<file path="src/hdl/assert_macros.svh">
// assertion helpers used by the rtl core
`ifndef ASSERT_MACROS_SVH
`define ASSERT_MACROS_SVH

`ifndef SYNTHESIS

// property must hold at every rising clock edge outside reset
`define ASSERT_PROP(lbl, clk, rst, prop) \
   lbl: assert property (@(posedge clk) disable iff (rst) prop) \
      else $error("assertion failed");

// expression must never be true outside reset
`define ASSERT_NEVER(lbl, clk, rst, expr) \
   lbl: assert property (@(posedge clk) disable iff (rst) !(expr)) \
      else $error("forbidden condition seen");

`else

`define ASSERT_PROP(lbl, clk, rst, prop)
`define ASSERT_NEVER(lbl, clk, rst, expr)

`endif

`endif

</file>
<file path="src/hdl/bvp_pkg.sv">
package bvp_pkg;

   localparam int VOLT_W = 12;
   localparam int CNT_W  = 9;
   localparam logic [CNT_W-1:0] CNT_MAX = '1;

   localparam int CSR_INDEX_W = 3;

   // register indexes of the configuration port
   typedef enum logic [CSR_INDEX_W-1:0] {
      REG_PACK_UNDER_LIMIT   = 3'd0,
      REG_CELL_UNDER_LIMIT   = 3'd1,
      REG_PACK_RECOVER_LEVEL = 3'd2,
      REG_CELL_RECOVER_LEVEL = 3'd3,
      REG_CELL_OVER_LIMIT    = 3'd4,
      REG_CELL_OVER_RELEASE  = 3'd5,
      REG_CELL_DEAD_LIMIT    = 3'd6,
      REG_CELL_LOW_RELEASE   = 3'd7
   } reg_index_type;

   typedef logic [VOLT_W-1:0] volt_type;
   typedef logic [CNT_W-1:0]  count_type;

   typedef struct packed {
      volt_type pack_under_limit;
      volt_type cell_under_limit;
      volt_type pack_recover_level;
      volt_type cell_recover_level;
      volt_type cell_over_limit;
      volt_type cell_over_release;
      volt_type cell_dead_limit;
      volt_type cell_low_release;
   } cfg_type;

   localparam cfg_type CFG_RESET = '{
      pack_under_limit:   '0,
      cell_under_limit:   '0,
      pack_recover_level: '0,
      cell_recover_level: '0,
      cell_over_limit:    '1,
      cell_over_release:  '1,
      cell_dead_limit:    '0,
      cell_low_release:   '0
   };

   typedef struct packed {
      volt_type pack_voltage;
      volt_type cell_one;
      volt_type cell_two;
      volt_type cell_three;
      logic     charging;
      logic     charge_done;
      logic     fault_clear;
   } item_type;

   typedef struct packed {
      count_type under_count;
      count_type over_count;
      count_type low_count;
      count_type dead_count;
      logic      under_flag;
      logic      over_flag;
      logic      low_flag;
      logic      fault_flag;
      logic      ok_flag;
   } state_type;

   typedef struct packed {
      logic under_voltage;
      logic over_voltage;
      logic low_cell;
      logic cell_fault;
      logic battery_ok;
      logic restore_charge;
   } result_type;

endpackage

</file>
<file path="src/hdl/bvp_eval.sv">
module bvp_eval #(
   parameter int UV_HOLD   = 250,
   parameter int OV_HOLD   = 100,
   parameter int DEAD_HOLD = 500
) (
   input  bvp_pkg::cfg_type    cfg,
   input  bvp_pkg::item_type   item,
   input  bvp_pkg::state_type  state_cur,
   output bvp_pkg::state_type  state_nxt,
   output bvp_pkg::result_type result
);
   import bvp_pkg::*;

   localparam count_type UV_LIM   = CNT_W'(UV_HOLD);
   localparam count_type OV_LIM   = CNT_W'(OV_HOLD);
   localparam count_type DEAD_LIM = CNT_W'(DEAD_HOLD);

   logic      cell_low;
   logic      cell_dead;
   logic      pack_low;
   logic      cell_over;
   logic      cells_below_release;
   logic      cells_recovered;
   logic      cells_low_released;
   logic      fault_pre;
   logic      restore;
   count_type under_inc;
   count_type over_inc;
   count_type low_inc;
   count_type dead_inc;

   // threshold compares on the pack and the three cells, and counter increments
   always_comb begin
      pack_low  = item.pack_voltage <= cfg.pack_under_limit;
      cell_low  = (item.cell_one <= cfg.cell_under_limit) ||
                  (item.cell_two <= cfg.cell_under_limit) ||
                  (item.cell_three <= cfg.cell_under_limit);
      cell_dead = (item.cell_one <= cfg.cell_dead_limit) ||
                  (item.cell_two <= cfg.cell_dead_limit) ||
                  (item.cell_three <= cfg.cell_dead_limit);
      cell_over = (item.cell_one >= cfg.cell_over_limit) ||
                  (item.cell_two >= cfg.cell_over_limit) ||
                  (item.cell_three >= cfg.cell_over_limit);
      cells_below_release = (item.cell_one <= cfg.cell_over_release) &&
                            (item.cell_two <= cfg.cell_over_release) &&
                            (item.cell_three <= cfg.cell_over_release);
      cells_recovered     = (item.cell_one >= cfg.cell_recover_level) &&
                            (item.cell_two >= cfg.cell_recover_level) &&
                            (item.cell_three >= cfg.cell_recover_level);
      cells_low_released  = (item.cell_one >= cfg.cell_low_release) &&
                            (item.cell_two >= cfg.cell_low_release) &&
                            (item.cell_three >= cfg.cell_low_release);
      under_inc = state_cur.under_count + 1'b1;
      over_inc  = state_cur.over_count + 1'b1;
      low_inc   = state_cur.low_count + 1'b1;
      dead_inc  = (state_cur.dead_count < CNT_MAX) ? state_cur.dead_count + 1'b1
                                                   : state_cur.dead_count;
   end

   // flag and counter update for one item
   always_comb begin
      state_nxt = state_cur;
      restore   = 1'b0;
      fault_pre = state_cur.fault_flag & ~item.fault_clear;
      state_nxt.fault_flag = fault_pre;

      // latched undervoltage
      if (pack_low || cell_low) begin
         if (under_inc >= UV_LIM) begin
            state_nxt.under_count = '0;
            state_nxt.under_flag  = 1'b1;
         end else begin
            state_nxt.under_count = under_inc;
         end
      end else begin
         state_nxt.under_count = '0;
         state_nxt.ok_flag     = 1'b1;
         if (state_cur.under_flag && (item.charging || item.charge_done) &&
             (item.pack_voltage >= cfg.pack_recover_level) && cells_recovered) begin
            state_nxt.under_flag = 1'b0;
         end
      end

      // overvoltage with hysteresis
      if (cell_over) begin
         if (over_inc >= OV_LIM) begin
            state_nxt.over_count = '0;
            state_nxt.over_flag  = 1'b1;
         end else begin
            state_nxt.over_count = over_inc;
         end
      end else if (cells_below_release) begin
         state_nxt.over_count = '0;
         state_nxt.over_flag  = 1'b0;
      end

      // low cell and deep discharge
      if (cell_low) begin
         if (low_inc >= UV_LIM) begin
            state_nxt.low_count = '0;
            state_nxt.low_flag  = 1'b1;
         end else begin
            state_nxt.low_count = low_inc;
         end
         if (cell_dead) begin
            state_nxt.dead_count = dead_inc;
            if (dead_inc >= DEAD_LIM) begin
               state_nxt.fault_flag = 1'b1;
            end
         end else begin
            state_nxt.dead_count = '0;
            state_nxt.ok_flag    = 1'b1;
         end
      end else if (cells_low_released && state_cur.low_flag) begin
         state_nxt.dead_count = '0;
         state_nxt.low_count  = '0;
         state_nxt.low_flag   = 1'b0;
         state_nxt.fault_flag = 1'b0;
         restore              = 1'b1;
      end
   end

   // result fields are the flags after the update plus the restore pulse
   always_comb begin
      result.under_voltage  = state_nxt.under_flag;
      result.over_voltage   = state_nxt.over_flag;
      result.low_cell       = state_nxt.low_flag;
      result.cell_fault     = state_nxt.fault_flag;
      result.battery_ok     = state_nxt.ok_flag;
      result.restore_charge = restore;
   end

endmodule

</file>
<file path="src/hdl/battery_voltage_protection_core.sv">
// Battery protection monitor: each item carries one monitoring tick (pack voltage,
// three cell voltages, charger status, fault clear) and yields exactly one result
// item with the undervoltage, overvoltage, low-cell, deep-discharge fault and
// battery-ok flags plus a one-tick restore-charge pulse, all as they stand after
// that tick. An item is taken every clock while the result side keeps up; an input
// register feeds one pass of compare and counter logic into the result register,
// which is the only thing that holds the input back when the result side stalls.
// The user must write thresholds through the csr port only while no item is in
// flight; the block does not enforce this. An index selects one of eight registers.
`include "assert_macros.svh"

module battery_voltage_protection_core #(
   parameter int UV_HOLD   = 250,
   parameter int OV_HOLD   = 100,
   parameter int DEAD_HOLD = 500
) (
   input  logic                             clock,
   input  logic                             reset,
   // configuration writes
   input  logic                             csr_write,
   input  logic [bvp_pkg::CSR_INDEX_W-1:0]  csr_index,
   input  logic [bvp_pkg::VOLT_W-1:0]       csr_data,
   // input items
   input  logic                             req_valid,
   output logic                             req_stall,
   input  logic [bvp_pkg::VOLT_W-1:0]       req_pack_voltage,
   input  logic [bvp_pkg::VOLT_W-1:0]       req_cell_one,
   input  logic [bvp_pkg::VOLT_W-1:0]       req_cell_two,
   input  logic [bvp_pkg::VOLT_W-1:0]       req_cell_three,
   input  logic                             req_charging,
   input  logic                             req_charge_done,
   input  logic                             req_fault_clear,
   // result items
   output logic                             rsp_valid,
   input  logic                             rsp_stall,
   output logic                             rsp_under_voltage,
   output logic                             rsp_over_voltage,
   output logic                             rsp_low_cell,
   output logic                             rsp_cell_fault,
   output logic                             rsp_battery_ok,
   output logic                             rsp_restore_charge
);
   import bvp_pkg::*;

   cfg_type    cfg_ff, cfg_in;
   logic       stage_valid_ff, stage_valid_in;
   item_type   item_ff, item_in;
   state_type  state_ff, state_in;
   state_type  state_nxt;
   logic       rsp_valid_ff, rsp_valid_in;
   result_type result_ff, result_in;
   result_type result_nxt;
   logic       advance;
   logic       take;
   logic       fire;

   // configuration register file
   always_comb begin
      cfg_in = cfg_ff;
      if (csr_write) begin
         case (reg_index_type'(csr_index))
            REG_PACK_UNDER_LIMIT:   cfg_in.pack_under_limit   = csr_data;
            REG_CELL_UNDER_LIMIT:   cfg_in.cell_under_limit   = csr_data;
            REG_PACK_RECOVER_LEVEL: cfg_in.pack_recover_level = csr_data;
            REG_CELL_RECOVER_LEVEL: cfg_in.cell_recover_level = csr_data;
            REG_CELL_OVER_LIMIT:    cfg_in.cell_over_limit    = csr_data;
            REG_CELL_OVER_RELEASE:  cfg_in.cell_over_release  = csr_data;
            REG_CELL_DEAD_LIMIT:    cfg_in.cell_dead_limit    = csr_data;
            REG_CELL_LOW_RELEASE:   cfg_in.cell_low_release   = csr_data;
            default:                cfg_in = cfg_ff;
         endcase
      end
   end

   // handshake: stage moves on whenever the result register is free or draining
   always_comb begin
      advance   = !rsp_valid_ff || !rsp_stall;
      req_stall = stage_valid_ff && !advance;
      take      = req_valid && !req_stall;
      fire      = stage_valid_ff && advance;
   end

   // input register
   always_comb begin
      item_in        = item_ff;
      stage_valid_in = stage_valid_ff;
      if (take) begin
         item_in.pack_voltage = req_pack_voltage;
         item_in.cell_one     = req_cell_one;
         item_in.cell_two     = req_cell_two;
         item_in.cell_three   = req_cell_three;
         item_in.charging     = req_charging;
         item_in.charge_done  = req_charge_done;
         item_in.fault_clear  = req_fault_clear;
         stage_valid_in       = 1'b1;
      end else if (advance) begin
         stage_valid_in = 1'b0;
      end
   end

   bvp_eval #(
      .UV_HOLD   (UV_HOLD),
      .OV_HOLD   (OV_HOLD),
      .DEAD_HOLD (DEAD_HOLD)
   ) u_eval (
      .cfg       (cfg_ff),
      .item      (item_ff),
      .state_cur (state_ff),
      .state_nxt (state_nxt),
      .result    (result_nxt)
   );

   // monitor state and result register
   always_comb begin
      state_in     = state_ff;
      result_in    = result_ff;
      rsp_valid_in = rsp_valid_ff;
      if (fire) begin
         state_in     = state_nxt;
         result_in    = result_nxt;
         rsp_valid_in = 1'b1;
      end else if (!rsp_stall) begin
         rsp_valid_in = 1'b0;
      end
   end

   always_ff @(posedge clock) begin
      if (reset) begin
         cfg_ff         <= CFG_RESET;
         stage_valid_ff <= 1'b0;
         state_ff       <= '0;
         rsp_valid_ff   <= 1'b0;
      end else begin
         cfg_ff         <= cfg_in;
         stage_valid_ff <= stage_valid_in;
         state_ff       <= state_in;
         rsp_valid_ff   <= rsp_valid_in;
      end
   end

   always_ff @(posedge clock) begin
      item_ff   <= item_in;
      result_ff <= result_in;
   end

   // result ports
   assign rsp_valid          = rsp_valid_ff;
   assign rsp_under_voltage  = result_ff.under_voltage;
   assign rsp_over_voltage   = result_ff.over_voltage;
   assign rsp_low_cell       = result_ff.low_cell;
   assign rsp_cell_fault     = result_ff.cell_fault;
   assign rsp_battery_ok     = result_ff.battery_ok;
   assign rsp_restore_charge = result_ff.restore_charge;

   // checks
   `ASSERT_NEVER(a_restore_with_low, clock, reset, rsp_valid && rsp_restore_charge && rsp_low_cell)
   `ASSERT_NEVER(a_stall_empty_stage, clock, reset, req_stall && !stage_valid_ff)
   `ASSERT_PROP(a_ok_sticky, clock, reset, state_ff.ok_flag |=> state_ff.ok_flag)
   `ASSERT_NEVER(a_under_count_range, clock, reset, state_ff.under_count >= CNT_W'(UV_HOLD))
   `ASSERT_NEVER(a_over_count_range, clock, reset, state_ff.over_count >= CNT_W'(OV_HOLD))

endmodule
</file>
<file path="config.mk">
export PLATFORM = sky130hd
export DESIGN_NAME = battery_voltage_protection_core
export DESIGN_NICKNAME = d
export VERILOG_FILES = /design/src/hdl/bvp_pkg.sv /design/src/hdl/bvp_eval.sv /design/src/hdl/battery_voltage_protection_core.sv
export VERILOG_INCLUDE_DIRS = /design/src /design/src/hdl
export SDC_FILE = /design/constraint.sdc
export NUM_CORES = 1
export LEC_CHECK = 0
export BUFFER_PORTS_ARGS = -buffer_cell sky130_fd_sc_hd__buf_2
export CAP_MARGIN = 5
export CORE_ASPECT_RATIO = 0.75
export CORE_MARGIN = 2
export CORE_UTILIZATION = 50
export CTS_CLUSTER_DIAMETER = 60
export DETAILED_ROUTE_END_ITERATION = 8
export GPL_TIMING_DRIVEN = 0
export PLACE_DENSITY = 0.69
export SLEW_MARGIN = 20
export SYNTH_ARGS = -nofsm -noshare
export SYNTH_HDL_FRONTEND = slang
export SYNTH_SLANG_ARGS = --single-unit
</file>
<file path="constraint.sdc">
create_clock -name clock -period 4.7 [get_ports clock]
set_input_delay 0.94 -clock clock [delete_from_list [all_inputs] [get_ports clock]]
set_output_delay 0.94 -clock clock [all_outputs]
set_load 0.05 [all_outputs]
</file>
==> results.yml <==
critical_path:
  cp_top_family: "simple AND/OR/NAND/NOR gates"
  cpMaxStageDelayCell: "edfxtp_1"
  critPathBufInv: 0
  crit_arrival_ps: 3570
  cp_cell_sequence: "ha_1, and4_1, nand4_1, a21oi_1, nor2_1, or4_4, and2_4, nand4_1, a21oi_1"
  worstSetupEndpointType: "flop"
  cp_max_fo: 6
  slowest_delay_ps: 640
  cp-start-kind: "flop"
  path_class: "reg2reg"
  crit_required_ps: 4900
  rrSetupSlack_ps: 1330
floorplan:
  die_x_um: 190.3
  rows: 51
  die_y_um: 143.7
  start_util: 0.5049
  dieArea_um2: 27350
  core_um2: 25780
  pin_count: 79
power_and_ir_drop:
  p_leak_nw: 5.965
  ir_worst_vdd_uv: 261.9
  power_density_nw_per_um2: 271.1
place:
  dpl.hpwl_mm: 27.97
  pre_cts_slack_ps: 1487
  port_buffers: 63
  place_inst: 1872
  gp_congestion: 0.9317
finish:
  drive_gt1_frac: 0.08846
  syn_to_final_growth_pct: 10.29
  fill_cells: 2386
  seq_area_um2: 4494
  fin_cells: 1904
  n_antenna_cell: 0
  mostFrequentLayoutCell: "ha_1"
  final_nets: 1864
  final_cell_mix: "ha_1 (246), nand2_1 (207), a21oi_1 (159)"
  multi_input_area_um2: 7865
logic_synthesis:
  netlist_instances: 1463
  synthMuxAreaShare: 0.0007690
  yosys_warnings: 0
  syn-cell-area_um2: 13020
  synthXorXnorAreaFrac: 0.002692
  synth_ff_type: "dfxtp_1"
  synth_compound_area_frac: 0.1861
  async_reset_ff_frac: 0
  ys_seq_area_frac: 0.3453
  synthSimpleGateAreaFrac: 0.1776
  yosys.area_share.adder: 0.2365
  synth_edf_count: 57
  ys_ff_latch: 196
  syn_avg_cell_area_um2: 8.897
  ys_types: 76
  synth_top_family_by_area: "adder cells"
  synth_fp_nets: 1780
clock_tree:
  cts_tree: "built"
  ctsRootBufferMaster: "clkbuf_16"
  clkLatencyLatePin_ps: 450
  cts_sinks: 196
  postCtsHoldBufs: 0
  cts_buffers: 17
  post_cts_buffers: 0
  clock_path_buffers: 2
  clk_pin_slew_ps: 80
  ctsResizeCount: 0
  cts.htree.levels: 4
global_route:
  grt_pass1_vias: 10204
  grt_pass1_wl_mm: 58.05
  antenna_found_initial: 0
  grt_use_total: 0.2793
  grt_max_degree: 27
  overflow: 0
timing:
  setup_slack_ps: 1333
  worst_slew_pin_slew_ps: 871.0
  fmax_mhz: 297.0
  skew_ps: 15.70
  slew_viol_final: 0
  hold_viol_final: 0
  final.setup.tns_ps: 0
  fin_crit_sh: 0.7164
  period_needed_ps: 3367
  rsz0062_at_grt: "no"
  relSlewSlack: 0.4148
  finalSetupViolations: 0
min_path:
  min_path_type: "reg2reg"
routing:
  routed_wl_mm: 37.20
  drt_iter0_drc: 1128
  wl_per_cell_um: 19.54
  drc_errors: 0
  detail-route-antenna-nets: 0
  drtPass1Iterations: 5
  via_per_inst: 5.915
  vias: 11262
run_status:
  status: "complete, no violations"
job:
  drv_cap: 0
## state kept, by name (all words and copies together), names as in the netlist
| register | cells |
|---|---|
| rsp_battery_ok | 1 |
| rsp_valid | 1 |
| rsp_under_voltage | 1 |
| stage_valid_ff | 1 |
| rsp_cell_fault | 1 |
| cfg_ff | 96 |
| item_ff | 51 |
| rsp_restore_charge | 1 |
| state_ff | 41 |
| rsp_over_voltage | 1 |
| rsp_low_cell | 1 |
## path summary, 6_finish.rpt
path | from | endpoint | cells after the start
min | cfg_ff[62] | cfg_ff[62] | 2
min reg2reg | cfg_ff[62] | cfg_ff[62] | 2
max | item_ff[12] | rsp_cell_fault | 9
max reg2reg | item_ff[12] | rsp_cell_fault | 9
## layer usage
metal	global-route usage	wire length, um	vias up
met5	0	0	-
met4	0.05753	514	0
met3	0.07204	3532	32
met2	0.4011	15150	421
met1	0.4170	18010	5326
li1	-	-	5483
## synth_stat cells (3+ instances only)
master | n | share of area
a221o_1 | 5 | 0.0038
a211o_1 | 28 | 0.019
nor3_1 | 29 | 0.011
clkbuf_8 | 3 | 0.0032
nor2_1 | 75 | 0.022
a21o_1 | 44 | 0.025
nor4_1 | 6 | 0.0029
o211ai_1 | 10 | 0.0058
a211oi_1 | 19 | 0.011
and4_1 | 5 | 0.0034
nor2b_1 | 18 | 0.0087
xor2_1 | 3 | 0.0020
o22ai_1 | 17 | 0.0082
o31ai_1 | 4 | 0.0023
a2111oi_2 | 4 | 0.0046
edfxtp_1 | 57 | 0.13
a21oi_1 | 159 | 0.061
nand2_1 | 207 | 0.060
o21ai_0 | 30 | 0.012
nand3_1 | 29 | 0.011
dfxtp_1 | 139 | 0.21
o2bb2ai_1 | 6 | 0.0040
o21ai_1 | 9 | 0.0035
nand4_1 | 42 | 0.020
inv_1 | 113 | 0.033
nand2b_1 | 16 | 0.0077
and2_1 | 6 | 0.0029
a31oi_1 | 3 | 0.0014
or3_1 | 10 | 0.0048
a22oi_1 | 4 | 0.0023
clkbuf_1 | 32 | 0.0092
ha_1 | 246 | 0.24
o21a_1 | 7 | 0.0040
clkbuf_2 | 10 | 0.0038
and3_1 | 14 | 0.0067
nor3b_1 | 4 | 0.0023
## through the flow
stage,instance area (um2),utilization,hold WS [ps],total power [mW]
5_1_grt,14360,0.5568,475.0,4.061
4_1_cts,14360,0.5568,457.1,3.896
2_1_floorplan,13020,-,436.3,2.277
3_3_place_gp,13760,0.5338,441.5,2.466
6_report,14360,0.5568,456.9,3.892
3_5_place_dp,13810,0.5357,446.5,2.489
## cell type report
cell class                 count  area share
multi-input combinational   1104      0.5479
sequential                   196      0.3131
clock buffer                  19     0.03016
tap                          344     0.02998
inverter                     114     0.02981
timing repair buffer          65     0.02475
buffer                        49     0.01647
clock inverter                13    0.007845
## power by group
group | switching (mW) | internal, mW | total (mW)
clock | 0.724 | 0.697 | 1.42
sequential | 0.0772 | 1.79 | 1.87
combinational | 0.361 | 0.237 | 0.598
## cell families (layout without fill, tap and decap cells)
| kind of cell | count (synthesis) | after routing |
|---|---|---|
| muxes | 1 | 1 |
| adders and majority gates | 246 | 246 |
| DFF | 196 | 196 |
| buffers and inverters | 163 | 260 |
| xor gates and xnor gates | 4 | 4 |
| and+or+nand+nor | 480 | 480 |
| AOI/OAI and AO/OA | 373 | 373 |
## worst register-to-register path, cell delays in order, from the launching register on
cell and delay [ps]:
edfxtp_1 640, ha_1 410, and4_1 240, nand4_1 300, a21oi_1 430, nor2_1 90
or4_4 580, and2_4 210, nand4_1 140, a21oi_1 80
Power figures use the tool's default switching activity.
